`config.mk`:
```
export PLATFORM = sky130hd
export DESIGN_NAME = sts_lexer
export DESIGN_NICKNAME = d
export VERILOG_FILES = /design/src/hdl/sts_pkg.sv /design/src/hdl/sts_lexer.sv
export SDC_FILE = /design/constraint.sdc
export NUM_CORES = 1
export LEC_CHECK = 0
export BUFFER_PORTS_ARGS = -buffer_cell sky130_fd_sc_hd__buf_2
export CORE_AREA = 4 4 136 138
export DETAILED_ROUTE_END_ITERATION = 8
export DIE_AREA = 0 0 140 142
export PLACE_DENSITY_LB_ADDON = 0.1
export SLEW_MARGIN = 5
export SYNTH_ARGS = -nofsm -noshare
export SYNTH_HDL_FRONTEND = slang
export SYNTH_SLANG_ARGS = --single-unit
```
`constraint.sdc`:
```
create_clock -name clk -period 4.2 [get_ports clk]
set_input_delay 0.42 -clock clk [delete_from_list [all_inputs] [get_ports clk]]
set_output_delay 0.42 -clock clk [all_outputs]
set_load 0.01 [all_outputs]
```
`src/hdl/sts_pkg.sv`:
```
// ----------------------------------------------------------------------------
// sts_pkg: shared types and constants of the script token scanner
// Token kinds, field widths, keyword table and result structs.
// ----------------------------------------------------------------------------
package sts_pkg;

  localparam int SOURCE_LIMIT_DEF = 1048576;

  localparam int KIND_W  = 5;
  localparam int START_W = 20;
  localparam int LEN_W   = 21;
  localparam int LINE_W  = 21;
  localparam int COL_W   = 21;
  localparam int KWBUF_W = 48;
  localparam int KWCNT_W = 3;
  localparam int KW_NUM  = 14;

  localparam logic [START_W-1:0] START_MAX = 20'hFFFFF;
  localparam logic [LEN_W-1:0]   LEN_MAX   = 21'h100000;
  localparam logic [LINE_W-1:0]  LINE_MAX  = 21'h100000;
  localparam logic [COL_W-1:0]   COL_MAX   = 21'h100001;

  localparam logic [KIND_W-1:0] K_END     = 5'd0;
  localparam logic [KIND_W-1:0] K_IDENT   = 5'd1;
  localparam logic [KIND_W-1:0] K_INT     = 5'd2;
  localparam logic [KIND_W-1:0] K_KW0     = 5'd3;
  localparam logic [KIND_W-1:0] K_PLUS    = 5'd17;
  localparam logic [KIND_W-1:0] K_PLUS_EQ = 5'd18;
  localparam logic [KIND_W-1:0] K_EQ      = 5'd19;
  localparam logic [KIND_W-1:0] K_LBRACE  = 5'd20;
  localparam logic [KIND_W-1:0] K_RBRACE  = 5'd21;
  localparam logic [KIND_W-1:0] K_LPAREN  = 5'd22;
  localparam logic [KIND_W-1:0] K_RPAREN  = 5'd23;
  localparam logic [KIND_W-1:0] K_SEMI    = 5'd24;
  localparam logic [KIND_W-1:0] K_SLASH   = 5'd25;
  localparam logic [KIND_W-1:0] K_STAR    = 5'd26;
  localparam logic [KIND_W-1:0] K_MINUS   = 5'd27;
  localparam logic [KIND_W-1:0] K_ERROR   = 5'd28;

  // keywords packed big-endian, right aligned, in kind order
  localparam logic [KWBUF_W-1:0] KW_WORD [KW_NUM] = '{
    48'h000000766172,   // var
    48'h00636f6e7374,   // const
    48'h000000006966,   // if
    48'h0000656c6966,   // elif
    48'h0000656c7365,   // else
    48'h007768696c65,   // while
    48'h000000666f72,   // for
    48'h000066756e63,   // func
    48'h72657475726e,   // return
    48'h000054727565,   // True
    48'h0046616c7365,   // False
    48'h000000616e64,   // and
    48'h000000006f72,   // or
    48'h0000006e6f74    // not
  };

  localparam logic [KWCNT_W-1:0] KW_LEN [KW_NUM] = '{
    3'd3, 3'd5, 3'd2, 3'd4, 3'd4, 3'd5, 3'd3,
    3'd4, 3'd6, 3'd4, 3'd5, 3'd3, 3'd2, 3'd3
  };

  typedef struct packed {
    logic [KIND_W-1:0]  kind;
    logic [START_W-1:0] start_offset;
    logic [LEN_W-1:0]   token_length;
    logic [LINE_W-1:0]  line_number;
    logic [COL_W-1:0]   column_number;
    logic               last_of_run;
  } sts_token_t;

  // tokens caused by one byte: first, then second when count is two
  typedef struct packed {
    logic [1:0] count;
    sts_token_t first;
    sts_token_t second;
  } sts_emit_t;

  // kind of a finished identifier; counts above six never match
  function automatic logic [KIND_W-1:0] kw_kind(input logic [KWBUF_W-1:0] word,
                                                input logic [KWCNT_W-1:0] cnt);
    logic [KIND_W-1:0] kind;
    kind = K_IDENT;
    for (int i = 0; i < KW_NUM; i++) begin
      if (cnt == KW_LEN[i] && word == KW_WORD[i]) begin
        kind = K_KW0 + KIND_W'(i);
      end
    end
    return kind;
  endfunction

endpackage

```
`src/hdl/sts_lexer.sv`:
```
// ----------------------------------------------------------------------------
// sts_lexer: scan state and token forming
// Holds the scan mode and position counters; forms up to two tokens per byte.
// ----------------------------------------------------------------------------
module sts_lexer import sts_pkg::*; #(
  parameter int SOURCE_LIMIT = SOURCE_LIMIT_DEF
) (
  input  logic       clk,
  input  logic       rst,
  input  logic       take,
  input  logic [7:0] source_byte,
  output sts_emit_t  result
);

  localparam int OffW = $clog2(SOURCE_LIMIT + 1);
  localparam int CmpW = (OffW > LEN_W) ? OffW : LEN_W;

  localparam logic [2:0] M_IDLE    = 3'd0;
  localparam logic [2:0] M_IDENT   = 3'd1;
  localparam logic [2:0] M_NUMBER  = 3'd2;
  localparam logic [2:0] M_PLUS    = 3'd3;
  localparam logic [2:0] M_SLASH   = 3'd4;
  localparam logic [2:0] M_COMMENT = 3'd5;

  localparam logic [7:0] CH_NUL   = 8'h00;
  localparam logic [7:0] CH_LF    = 8'h0A;
  localparam logic [7:0] CH_PLUS  = 8'h2B;
  localparam logic [7:0] CH_SLASH = 8'h2F;
  localparam logic [7:0] CH_EQ    = 8'h3D;
  localparam logic [7:0] CH_USCORE = 8'h5F;

  logic [2:0]         mode, mode_next;
  logic [OffW-1:0]    token_start, token_start_next;
  logic [OffW-1:0]    byte_offset, byte_offset_next;
  logic [KWBUF_W-1:0] keyword_buffer, keyword_buffer_next;
  logic [KWCNT_W-1:0] ident_count, ident_count_next;
  logic [LINE_W-1:0]  line_count, line_count_next;
  logic [COL_W-1:0]   column_count, column_count_next;

  logic [OffW-1:0]   off_adv;
  logic [LINE_W-1:0] line_adv;
  logic [COL_W-1:0]  col_adv;
  logic is_space, is_digit, is_alpha, is_id, fall;
  sts_token_t tok_a, tok_b;
  logic a_v, b_v;

  function automatic logic [START_W-1:0] clamp_start(input logic [OffW-1:0] s);
    logic [CmpW-1:0] w;
    w = CmpW'(s);
    return (w > CmpW'(START_MAX)) ? START_MAX : w[START_W-1:0];
  endfunction

  function automatic logic [LEN_W-1:0] clamp_len(input logic [OffW-1:0] s);
    logic [CmpW-1:0] w;
    w = CmpW'(s);
    return (w > CmpW'(LEN_MAX)) ? LEN_MAX : w[LEN_W-1:0];
  endfunction

  function automatic logic [KIND_W-1:0] single_kind(input logic [7:0] c);
    logic [KIND_W-1:0] k;
    unique case (c)
      8'h3D:   k = K_EQ;
      8'h7B:   k = K_LBRACE;
      8'h7D:   k = K_RBRACE;
      8'h28:   k = K_LPAREN;
      8'h29:   k = K_RPAREN;
      8'h3B:   k = K_SEMI;
      8'h2A:   k = K_STAR;
      8'h2D:   k = K_MINUS;
      default: k = K_ERROR;
    endcase
    return k;
  endfunction

  assign is_space = (source_byte == 8'h20) || (source_byte >= 8'h09 && source_byte <= 8'h0D);
  assign is_digit = (source_byte >= 8'h30) && (source_byte <= 8'h39);
  assign is_alpha = ((source_byte >= 8'h61) && (source_byte <= 8'h7A)) ||
                    ((source_byte >= 8'h41) && (source_byte <= 8'h5A));
  assign is_id    = is_alpha || is_digit || (source_byte == CH_USCORE);

  // position after consuming the current byte
  always_comb begin
    if (source_byte == CH_LF) begin
      line_adv = (line_count < LINE_MAX) ? line_count + LINE_W'(1) : line_count;
      col_adv  = COL_W'(1);
    end else begin
      line_adv = line_count;
      col_adv  = (column_count < COL_MAX) ? column_count + COL_W'(1) : column_count;
    end
    off_adv = (byte_offset < OffW'(SOURCE_LIMIT)) ? byte_offset + OffW'(1) : byte_offset;
  end

  always_comb begin
    mode_next           = mode;
    token_start_next    = token_start;
    byte_offset_next    = byte_offset;
    keyword_buffer_next = keyword_buffer;
    ident_count_next    = ident_count;
    line_count_next     = line_count;
    column_count_next   = column_count;
    fall = 1'b1;
    a_v  = 1'b0;
    b_v  = 1'b0;
    tok_a = '{kind: K_IDENT, start_offset: clamp_start(token_start),
              token_length: clamp_len(byte_offset - token_start),
              line_number: line_count, column_number: column_count, last_of_run: 1'b0};
    tok_b = '{kind: K_END, start_offset: clamp_start(byte_offset),
              token_length: '0, line_number: line_count,
              column_number: column_count, last_of_run: 1'b0};

    // finish or continue the pending token
    unique case (mode)
      M_IDENT, M_NUMBER: begin
        if ((mode == M_IDENT) ? is_id : is_digit) begin
          fall = 1'b0;
          if (mode == M_IDENT) begin
            keyword_buffer_next = {keyword_buffer[KWBUF_W-9:0], source_byte};
            ident_count_next = (ident_count < 3'd7) ? ident_count + 3'd1 : ident_count;
          end
        end else begin
          a_v = 1'b1;
          tok_a.kind = (mode == M_IDENT) ? kw_kind(keyword_buffer, ident_count) : K_INT;
        end
      end
      M_PLUS: begin
        a_v = 1'b1;
        tok_a.token_length = LEN_W'(1);
        if (source_byte == CH_EQ) begin
          fall = 1'b0;
          mode_next = M_IDLE;
          tok_a.kind = K_PLUS_EQ;
          tok_a.token_length = LEN_W'(2);
          tok_a.line_number = line_adv;
          tok_a.column_number = col_adv;
        end else begin
          tok_a.kind = K_PLUS;
        end
      end
      M_SLASH: begin
        if (source_byte == CH_SLASH) begin
          fall = 1'b0;
          mode_next = M_COMMENT;
        end else begin
          a_v = 1'b1;
          tok_a.kind = K_SLASH;
          tok_a.token_length = LEN_W'(1);
        end
      end
      M_COMMENT: begin
        if (source_byte != CH_NUL && source_byte != CH_LF) begin
          fall = 1'b0;
        end
      end
      default: ;
    endcase

    if (!fall) begin
      byte_offset_next  = off_adv;
      line_count_next   = line_adv;
      column_count_next = col_adv;
    end else begin
      mode_next = M_IDLE;
      if (source_byte == CH_NUL) begin
        // end of source: end token at current position, then back to reset
        b_v = 1'b1;
        token_start_next    = '0;
        byte_offset_next    = '0;
        keyword_buffer_next = '0;
        ident_count_next    = '0;
        line_count_next     = LINE_W'(1);
        column_count_next   = COL_W'(1);
      end else begin
        byte_offset_next  = off_adv;
        line_count_next   = line_adv;
        column_count_next = col_adv;
        if (is_space) begin
          mode_next = M_IDLE;
        end else if (is_alpha || source_byte == CH_USCORE) begin
          mode_next = M_IDENT;
          token_start_next = byte_offset;
          keyword_buffer_next = KWBUF_W'(source_byte);
          ident_count_next = 3'd1;
        end else if (is_digit) begin
          mode_next = M_NUMBER;
          token_start_next = byte_offset;
        end else if (source_byte == CH_PLUS || source_byte == CH_SLASH) begin
          mode_next = (source_byte == CH_PLUS) ? M_PLUS : M_SLASH;
          token_start_next = byte_offset;
        end else begin
          b_v = 1'b1;
          tok_b.kind = single_kind(source_byte);
          tok_b.token_length = LEN_W'(1);
          tok_b.line_number = line_adv;
          tok_b.column_number = col_adv;
        end
      end
    end

    tok_a.last_of_run = !b_v;
    tok_b.last_of_run = 1'b1;
    result.count  = {1'b0, a_v} + {1'b0, b_v};
    result.first  = a_v ? tok_a : tok_b;
    result.second = tok_b;
  end

  always_ff @(posedge clk) begin
    if (rst) begin
      mode           <= M_IDLE;
      token_start    <= '0;
      byte_offset    <= '0;
      keyword_buffer <= '0;
      ident_count    <= '0;
      line_count     <= LINE_W'(1);
      column_count   <= COL_W'(1);
    end else if (take) begin
      mode           <= mode_next;
      token_start    <= token_start_next;
      byte_offset    <= byte_offset_next;
      keyword_buffer <= keyword_buffer_next;
      ident_count    <= ident_count_next;
      line_count     <= line_count_next;
      column_count   <= column_count_next;
    end
  end

  // end of source returns the scanner to its reset position
  a_eos_reset: assert property (@(posedge clk) disable iff (rst)
    take && source_byte == CH_NUL |=> mode == M_IDLE && byte_offset == '0 &&
      line_count == LINE_W'(1) && column_count == COL_W'(1))
    else $error("scanner state not cleared after end of source");

  // a one-byte operator waits right behind its start
  a_op_start: assert property (@(posedge clk) disable iff (rst)
    mode == M_PLUS || mode == M_SLASH |-> byte_offset - token_start <= OffW'(1))
    else $error("operator start drifted from byte offset");

  a_ident_cnt: assert property (@(posedge clk) disable iff (rst)
    mode == M_IDENT |-> ident_count != '0)
    else $error("identifier in progress with zero byte count");

endmodule

```
Yosys cells after proc, flatten, opt, wreduce, memory -nomap -nowiden
Index checks and enable logic that the tools add are counted.
{ "classes": {"n_addsub": 6, "n_mul": 0, "n_div": 0, "order_cmp": 15, "n_eq_ne": 41, "shifts": 0, "n_mux": 94, "bitwise": 0, "n_reduce_logical": 33} }
{ "ops": {"columns": ["op", "count"], "rows": [
  ["21-bit 2-to-1 mux", 18],
  ["48-bit 2-to-1 mux", 7],
  ["43-bit 2-to-1 mux", 6],
  ["48-bit by 23-bit == test with 1-bit output (second input constant)", 4],
  ["48-bit by 31-bit == test with 1-bit output (second input constant)", 4],
  ["48-bit by 39-bit == test with 1-bit output (second input constant)", 3],
  ["5-bit 2-to-1 mux", 22],
  ["48-bit by 15-bit == test with 1-bit output (second input constant)", 2],
  ["89-bit 2-to-1 mux", 1],
  ["8-bit by 6-bit == test with 1-bit output (second input constant)", 9],
  ["21-bit by 1-bit adder with 21-bit output (second input constant)", 3],
  ["21-bit less-than comparator (second input constant)", 3],
  ["3-bit 2-to-1 mux", 17],
  ["48-bit by 47-bit == test with 1-bit output (second input constant)", 1],
  ["44-bit 2-to-1 mux", 1],
  ["21-bit by 20-bit greater-than comparator with 1-bit output (second input constant)", 2],
  ["42-bit 2-to-1 mux", 1],
  ["21-bit one-hot mux with 2 select lines", 1],
  ["20-bit 2-to-1 mux", 2],
  ["4-bit one-hot mux with 8 select lines", 1],
  ["8-bit by 7-bit == test with 1-bit output (second input constant)", 3],
  ["21-bit greater-than comparator (second input constant)", 1],
  ["21-bit subtractor", 1],
  ["1-bit logical AND", 19],
  ["30 further kinds", 57]
]} }
{ "word_totals": {"ff_bits": 138, "latchBits": 0, "ram_bits": 0, "rom_bits": 0, "in_bits": 11, "out_inout_bits": 180, "word_cells": 196, "n_memories": 0} }

Logic depth before layout (Yosys ltp)
Gate-level depths: netlist of the first run.
{ "depth": {"word_depth": 20, "depth_mapped": 13} }

Worst setup path before layout of the first run
Ideal clock, no wire load.
{ "synth_path": {"path_kind": "reg-to-output", "from": "reg byte_offset[0]", "to": "out result[142] (netlist name)", "arrival_ps": 2948, "required_ps": 3780, "path_slack_ps": 832, "stages_incl_launch_ff": 14, "n_path_buf": 1, "cell_sequence": "dfxtp_1 > inv_1 > ha_1 > inv_1 > fa_1 > a21o_1 > a221o_1 > a32o_1 > a211oi_1 > a21oi_1 > xnor2_1 > nand2_1 > buf_2 > nor2_1"} }
{ "synth_lines": {"columns": ["item", "line", "source"], "rows": [
  ["start, declared", "sts_lexer.sv:34", "logic [OffW-1:0] byte_offset, byte_offset_next;"],
  ["start signal, assigned", "sts_lexer.sv:218", "byte_offset <= byte_offset_next;"],
  ["end, declared", "sts_lexer.sv:12", "output sts_emit_t result"]
]} }

==> flow_summary_export.csv, run 1 <==
group,metric,value,unit
sta,grt_setup_unrepaired,"no",
logic_synthesis,syn_area_per_cell,7.26,sq um
sta,setup_violations,0,
sta,finalHoldViolCount,0,
logic_synthesis,ys_seq_elements,138,
logic_synthesis,muxShareOfSynthArea,0.0122,
logic_synthesis,asyncSetResetFlopFracSynth,0,
logic_synthesis,synth_simple_gate_area_frac,0.309,
route,finalWirelength,29100,microns
flow_run,maxCapViolations,0,
logic_synthesis,post_synth_instance_area,9770,sq um
logic_synthesis,ys_warn_count,0,
grt,globalRoute.totalOverflow,0,
logic_synthesis,area_share_of_xor_xnor_cells_in_the_synthesized_design,0.0601,
route,num_vias,10000,
sta,fmax,259,MHz
logic_synthesis,synth-compound-area-share,0.205,
logic_synthesis,synth-seq-area-share,0.283,
clock_network,cts-buffers-inserted,17,
sta,tns,0,ns
grt,globalRouteTotalUtil,0.283,
finish,fraction_of_final_layout_cells_with_drive_strength_greater_than_1,0.191,
sta,post-route-min-period,3.87,ns
clock_network,clk_pin_slew_worst_paths,0.06,ns
logic_synthesis,synth-adder-area-share,0.0405,
sta,timing.final.crit_share,0.921,
logic_synthesis,number_of_enable_flip_flop_cells_after_synthesis,0,
min_path,hold_path.class,"in2reg",
logic_synthesis,largest_family_of_logic_cells_by_synthesized_area,"simple AND/OR/NAND/NOR gates",
grt,grt_first_pass_wirelength,47100,microns
logic_synthesis,yosysTopAreaCellShare,0.283,
sta,final.setup.worst_slack,0.332,ns
logic_synthesis,post_synth_main_area_contributors,"sky130_fd_sc_hd__dfxtp_1, sky130_fd_sc_hd__nor2_1, sky130_fd_sc_hd__nand2_1",
route,drt_pre_antenna_iters,6,
worst_setup_path,worstPathMaxFanout,18,
floorplan,die_w,140,microns
route,ant_nets,0,
sta,maxSlewViolCount,0,
floorplan,fp-row-count,48,
grt,number_of_global_route_vias_before_repair,9100,
finish,area_growth,14.3,%
route,via_per_inst,6.01,
place,gp_congestion,0.956,
place,place_ws,0.346,ns
clock_network,clockBufferDepth,2,
worst_setup_path,start_kind,"flop",
clock_network,clock-root-buffer,"sky130_fd_sc_hd__clkbuf_16",
sta,skew,0.00747,ns
sta,slew_headroom,0.304,
place,placed_area,10500,sq um
floorplan,area_of_the_placeable_core,17200,sq um
logic_synthesis,post_synthesis_cell_count,1346,
finish,final-seq-area,2760,sq um
finish,antennaDiodeCount,0,
power_and_ir_drop,static-leakage-power,4.96,nW
worst_setup_path,end_kind,"output port",
clock_network,worstSkewPairLatency,0.43,ns
clock_network,cts_tree,"yes",
floorplan,dieHeight,142,microns
clock_network,h_tree_lvls,4,
route,violation_count_after_the_first_detailed_routing_iteration,731,
route,routedWlPerCell,17.4,microns
worst_setup_path,critical_path_required,3.78,ns
finish,count_of_nets_after_finishing,1473,
place,dp.final_hpwl,20800,microns
logic_synthesis,netlist-cell-type-count,80,
grt,largest_net_degree_at_the_start_of_global_routing,48,
power_and_ir_drop,vdd_drop_max,0.000314,V
logic_synthesis,synth_top_flop_cell,"sky130_fd_sc_hd__dfxtp_1",
floorplan,num_io_pins,191,
finish,layout.cell_area.non_filler,11200,sq um
place,port-buffer-count,169,
finish,fin_util,0.650,
sta,worstMarginPinSlew,1.04,ns
finish,fillers,1608,
route,drc,0,
finish,multiInputGateArea,6250,sq um
floorplan,start_util,0.569,
run_status,status,"finished clean",
floorplan,die_area,19900,sq um
grt,antenna_found_initial,0,
clock_network,cts.sinks,138,
power_and_ir_drop,power-per-cell-area,303,nW/um^2
logic_synthesis,synth_top_area_cell,"sky130_fd_sc_hd__dfxtp_1",
worst_setup_path,cp_data_arrival_time,3.45,ns
worst_setup_path,worstSetupPathType,"reg2out",
==> cells in the final DEF, fill, tap and decap left out, drive strengths merged, types with 6 or more instances in the layout <==
cell type / n
a211oi: 9
a21o: 9
a21oi: 102
a22o: 47
a22oi: 12
a31oi: 6
and2: 9
and3: 24
and4: 6
buf: 200
clkbuf: 18
clkinv: 6
conb: 21
dfxtp: 138
ha: 30
inv: 45
mux2: 8
nand2: 146
nand2b: 28
nand3: 57
nand4: 32
nand4b: 10
nor2: 150
nor2b: 9
nor3: 37
nor4: 18
o21ai: 89
or2: 9
or3: 14
or4: 9
xnor2: 25
xor2: 42
==> cells in the mapped netlist (all sizes together), types with 25 or more instances <==
master  instances
a21oi         102
nor2          150
dfxtp         138
nand2         146
xor2           42
nand4          32
inv            42
nand3          57
buf            42
a22o           47
clkbuf        111
xnor2          25
nand2b         28
nor3           37
ha             30
o21ai          89
==> power by group <==
part           switching (mW)  internal [mW]  total (mW)  leakage (nW)
Sequential             0.0195           1.32        1.34          1.11
Combinational           0.265          0.139       0.404          3.54
Clock                   0.622           1.01        1.64         0.309
Total                   0.907           2.47        3.38          4.96
==> state kept, by name (all words and copies together), names as in the netlist <==
name / count
keyword_buffer: 48
byte_offset: 21
token_start: 21
column_count: 21
line_count: 21
mode: 3
ident_count: 3
==> final cells by class <==
cell class,instances,share of cell area
clock inverters,13,0.0173
multi-input cells,1031,0.560
clock buffers,18,0.0393
well taps,225,0.0252
inverters,43,0.0145
repair buffers,200,0.0966
flip-flops and latches,138,0.248
==> cell families after synthesis <==
family,Yosys count
other,2
and+or+nand+nor,591
DFF,138
AOI/OAI and AO/OA,312
xor gates and xnor gates,67
muxes,9
buffers and inverters,196
adders and majority gates,31
==> metal layers <==
metal  vias to the layer above  track usage  share of wire
met4                         0       0.0694          0.018
met5                         -            0              0
met1                      4689        0.405           0.46
li1                       4856            -              -
met3                        46       0.0467          0.071
met2                       435        0.449           0.45
==> critical path, cell delays in order, from the launching register on <==
cell and delay (ns):
sky130_fd_sc_hd__dfxtp_1 0.36, sky130_fd_sc_hd__inv_1 0.07, sky130_fd_sc_hd__ha_1 0.16, sky130_fd_sc_hd__inv_1 0.06, sky130_fd_sc_hd__fa_1 0.39, sky130_fd_sc_hd__a21o_1 0.19
sky130_fd_sc_hd__a221o_1 0.37, sky130_fd_sc_hd__a32o_1 0.25, sky130_fd_sc_hd__a211oi_2 0.22, sky130_fd_sc_hd__a21oi_1 0.16, sky130_fd_sc_hd__xnor2_2 0.26, sky130_fd_sc_hd__nand2_4 0.18
sky130_fd_sc_hd__nor3_1 0.20, sky130_fd_sc_hd__buf_2 0.15
==> what timing repair did <==
| item | in CTS | in global routing |
|---|---|---|
| pin swaps | 0 | 1 |
| setup buffers | 0 | 1 |
| hold endpoints to repair | 0 | 0 |
| endpoints found under the setup margin | 3 | 18 |
| hold buffers | 0 | 0 |
| resized for setup | 1 | 3 |
==> worst paths after layout <==
kind	start	end	slack, ns	cells after the start
min reg2reg	token_start[15]$_SDFFE_PP0P_	token_start[15]$_SDFFE_PP0P_	0.47	2
min	source_byte[5]	keyword_buffer[5]$_SDFFE_PP0P_	0.36	2
max reg2reg	column_count[0]$_SDFFE_PP1P_	column_count[18]$_SDFFE_PP0P_	1.63	10
max	byte_offset[0]$_SDFFE_PP0P_	result[141]	0.33	13
==> through the flow <==
| stage | hold slack, ns | std cells | total power [mW] |
|---|---|---|---|
| final | 0.356 | 1668 | 3.38 |
| after global routing | 0.370 | 1668 | 3.48 |
| after CTS | 0.348 | 1667 | 3.39 |
| after detailed placement | 0.457 | 1636 | 1.76 |
| after global placement | 0.451 | 1636 | 1.76 |
| after floorplan | 0.440 | 1365 | 1.66 |
Power figures use the tool's default switching activity.
==> run 2, diff against run 1 <==
--- a/config.mk
+++ b/config.mk
@@ -9,7 +9,8 @@
 export CORE_AREA = 4 4 136 138
 export DETAILED_ROUTE_END_ITERATION = 8
 export DIE_AREA = 0 0 140 142
-export PLACE_DENSITY_LB_ADDON = 0.1
+export GPL_TIMING_DRIVEN = 0
+export PLACE_DENSITY = 0.84
 export SLEW_MARGIN = 5
 export SYNTH_ARGS = -nofsm -noshare
 export SYNTH_HDL_FRONTEND = slang
==> run 2 against run 1 <==
Critical path depth up 1. Flip-flop and latch count stayed put. Sequential power about the same. Clock-buffer cell count is 3 higher. Fmax down 3.0%. Sequential share of layout area is 0.90 points lower. Total power decreased by 1.8%. Worst hold slack better by 0.11 ns. Critical path type unchanged. Design area grew 3.8%. Register-to-register slack lost 0.35 ns. Clock skew is 0.0056 ns higher. Routed wire length up 6.3%. Highest routed layer unchanged.
==> flow_summary_export.csv, run 2 (same netlist as run 1, synthesis figures left out) <==
group,metric,value,unit
sta,final.setup.worst_slack,0.213,ns
grt,globalRouteTotalUtil,0.300,
floorplan,fp-row-count,48,
power_and_ir_drop,power_frac_seq,0.402,
sta,worstMarginPinSlew,1.15,ns
route,met3_length,3090,microns
finish,largest_register_ff_count,48,
worst_setup_path,slowest_delay,0.40,ns
floorplan,area_of_the_placeable_core,17200,sq um
route,finalWirelength,30900,microns
worst_setup_path,worstPathMaxFanout,10,
floorplan,dieHeight,142,microns
route,ant_nets,0,
route,drc,0,
grt,globalRoute.totalOverflow,0,
flow_run,maxCapViolations,0,
sta,tns,0,ns
worst_setup_path,crit_slowest_cell,"sky130_fd_sc_hd__fa_1",
sta,finalHoldViolCount,0,
worst_setup_path,worstPathCellList,"inv_1, ha_1, inv_1, fa_1, a21o_1, a221o_1, a32o_1, a211oi_2, a21oi_2, xnor2_2, nand2_2, buf_2, nor2_1, buf_2",
route,num_vias,10800,
sta,fmax,251,MHz
sta,maxSlewViolCount,0,
finish,layout_common_cells,"sky130_fd_sc_hd__buf_2, sky130_fd_sc_hd__nor2_1, sky130_fd_sc_hd__nand2_1, sky130_fd_sc_hd__dfxtp_1, sky130_fd_sc_hd__clkbuf_1",
worst_setup_path,worst-path-buf-inv,4,
worst_setup_path,critical_path_required,3.78,ns
worst_setup_path,worstSetupPathType,"reg2out",
power_and_ir_drop,netSwitchingFraction,0.274,
clock_network,h_tree_lvls,4,
route,top_metal_used,"met4",
power_and_ir_drop,static-leakage-power,5.11,nW
clock_network,cts_tree,"yes",
run_status,status,"finished clean",
power_and_ir_drop,cell_internal_pwr,2.41,mW
place,place_ws,0.149,ns
finish,most_common_cell_after_layout_fill_and_taps_aside,"sky130_fd_sc_hd__buf_2",
grt,number_of_global_route_vias_before_repair,9931,
clock_network,clk_pin_slew_worst_paths,0.07,ns
route,wirelength_met1,12500,microns
worst_setup_path,start_kind,"flop",
finish,top_register,"keyword_buffer",
sta,timing.final.crit_share,0.949,
finish,antennaDiodeCount,0,
floorplan,start_util,0.569,
sta,post-route-min-period,3.99,ns
worst_setup_path,worst_path_dominant_cell_family,"compound AO/OA/AOI/OAI gates",
finish,area_growth,18.7,%
finish,fraction_of_final_layout_cells_with_drive_strength_greater_than_1,0.180,
place,port-buffer-count,164,
finish,count_of_nets_after_finishing,1593,
grt,grt_first_pass_wirelength,49800,microns
route,routedWlPerCell,17.3,microns
power_and_ir_drop,power-per-cell-area,286,nW/um^2
power_and_ir_drop,vdd_drop_max,0.000392,V
worst_setup_path,end_kind,"output port",
floorplan,die_w,140,microns
route,drt_pre_antenna_iters,5,
power_and_ir_drop,p_total,3.32,mW
clock_network,cts-buffers-inserted,17,
clock_network,clock-root-buffer,"sky130_fd_sc_hd__clkbuf_16",
route,violation_count_after_the_first_detailed_routing_iteration,1069,
floorplan,die_area,19900,sq um
sta,grt_setup_unrepaired,"no",
route,dr_wl_met2,14500,microns
power_and_ir_drop,p_comb_frac,0.135,
route,via_per_inst,6.03,
sta,slew_headroom,0.229,
clock_network,clockBufferDepth,2,
place,dp.final_hpwl,22800,microns
clock_network,worstSkewPairLatency,0.43,ns
sta,skew,0.0131,ns
min_path,hold_path.class,"in2reg",
place,gp_congestion,0.966,
grt,antenna_found_initial,0,
grt,largest_net_degree_at_the_start_of_global_routing,17,
worst_setup_path,cp_data_arrival_time,3.57,ns
clock_network,cts.sinks,138,
sta,setup_violations,0,
power_and_ir_drop,p_switching,0.909,mW
power_and_ir_drop,power_frac_clock,0.463,
floorplan,num_io_pins,191,
==> run 2: cell count changes in the layout (fill, tap and decap cells not counted), moves of 3 or more <==
cell / change
sky130_fd_sc_hd__clkbuf_1: +111
sky130_fd_sc_hd__buf_2: +6
sky130_fd_sc_hd__buf_4: -4
sky130_fd_sc_hd__buf_6: +4
sky130_fd_sc_hd__buf_1: +3
==> run 2: final timing paths <==
check | startpoint | to | slack (ns) | cells after the start
worst min register to register | token_start[18]$_SDFFE_PP0P_ | token_start[18]$_SDFFE_PP0P_ | 0.47 | 2
worst min-delay path | source_byte[0] | keyword_buffer[0]$_SDFFE_PP0P_ | 0.46 | 3
worst max register to register | column_count[1]$_SDFFE_PP0P_ | column_count[16]$_SDFFE_PP0P_ | 1.28 | 7
worst max-delay path | byte_offset[0]$_SDFFE_PP0P_ | result[151] | 0.21 | 14
==> run 2: tightest hold or removal path, cell delays in order <==
cell                     delay [ns]
sky130_fd_sc_hd__buf_2         0.09
sky130_fd_sc_hd__buf_2         0.20
sky130_fd_sc_hd__a22o_1        0.14
==> run 2: power groups by stage <==
stage / Sequential, mW / Combinational (mW) / Clock [mW]
6_report: 1.33 / 0.450 / 1.54
2_1_floorplan: 1.36 / 0.303 / 0
5_1_grt: 1.33 / 0.488 / 1.59
4_1_cts: 1.33 / 0.438 / 1.53
3_5_place_dp: 1.36 / 0.431 / 0
3_3_place_gp: 1.36 / 0.427 / 0
==> run 2: through the flow <==
stage / instance area [sq um] / hold WS [ns] / cells / utilization
after floorplan: 9840 / 0.440 / 1365 / -
after CTS: 11600 / 0.457 / 1786 / 0.673
after global placement: 10900 / 0.450 / 1754 / 0.637
after detailed placement: 10900 / 0.465 / 1754 / 0.637
final: 11600 / 0.462 / 1789 / 0.675
after global routing: 11600 / 0.491 / 1789 / 0.675
==> run 2: metal layers <==
layer  track usage  vias to the layer above
li1              -                     5091
met1         0.396                     4950
met2         0.494                      653
met3        0.0541                       90
met4         0.114                        0
met5             0                        -
==> run 2: layout make-up <==
class	instances	area [sq um]
inverter	43	161
clock buffer	21	470
timing repair buffer	167	843
sequential	138	2760
fill	1484	5590
clock inverter	11	133
buffer	153	709
tap	225	282
multi-input combinational	1031	6230
==> run 2: what timing repair did <==
item	4_1_cts	5_1_grt
pin swaps	0	2
setup buffers	0	3
setup endpoints to repair	18	28
gates resized for setup	3	3
hold buffers	0	0
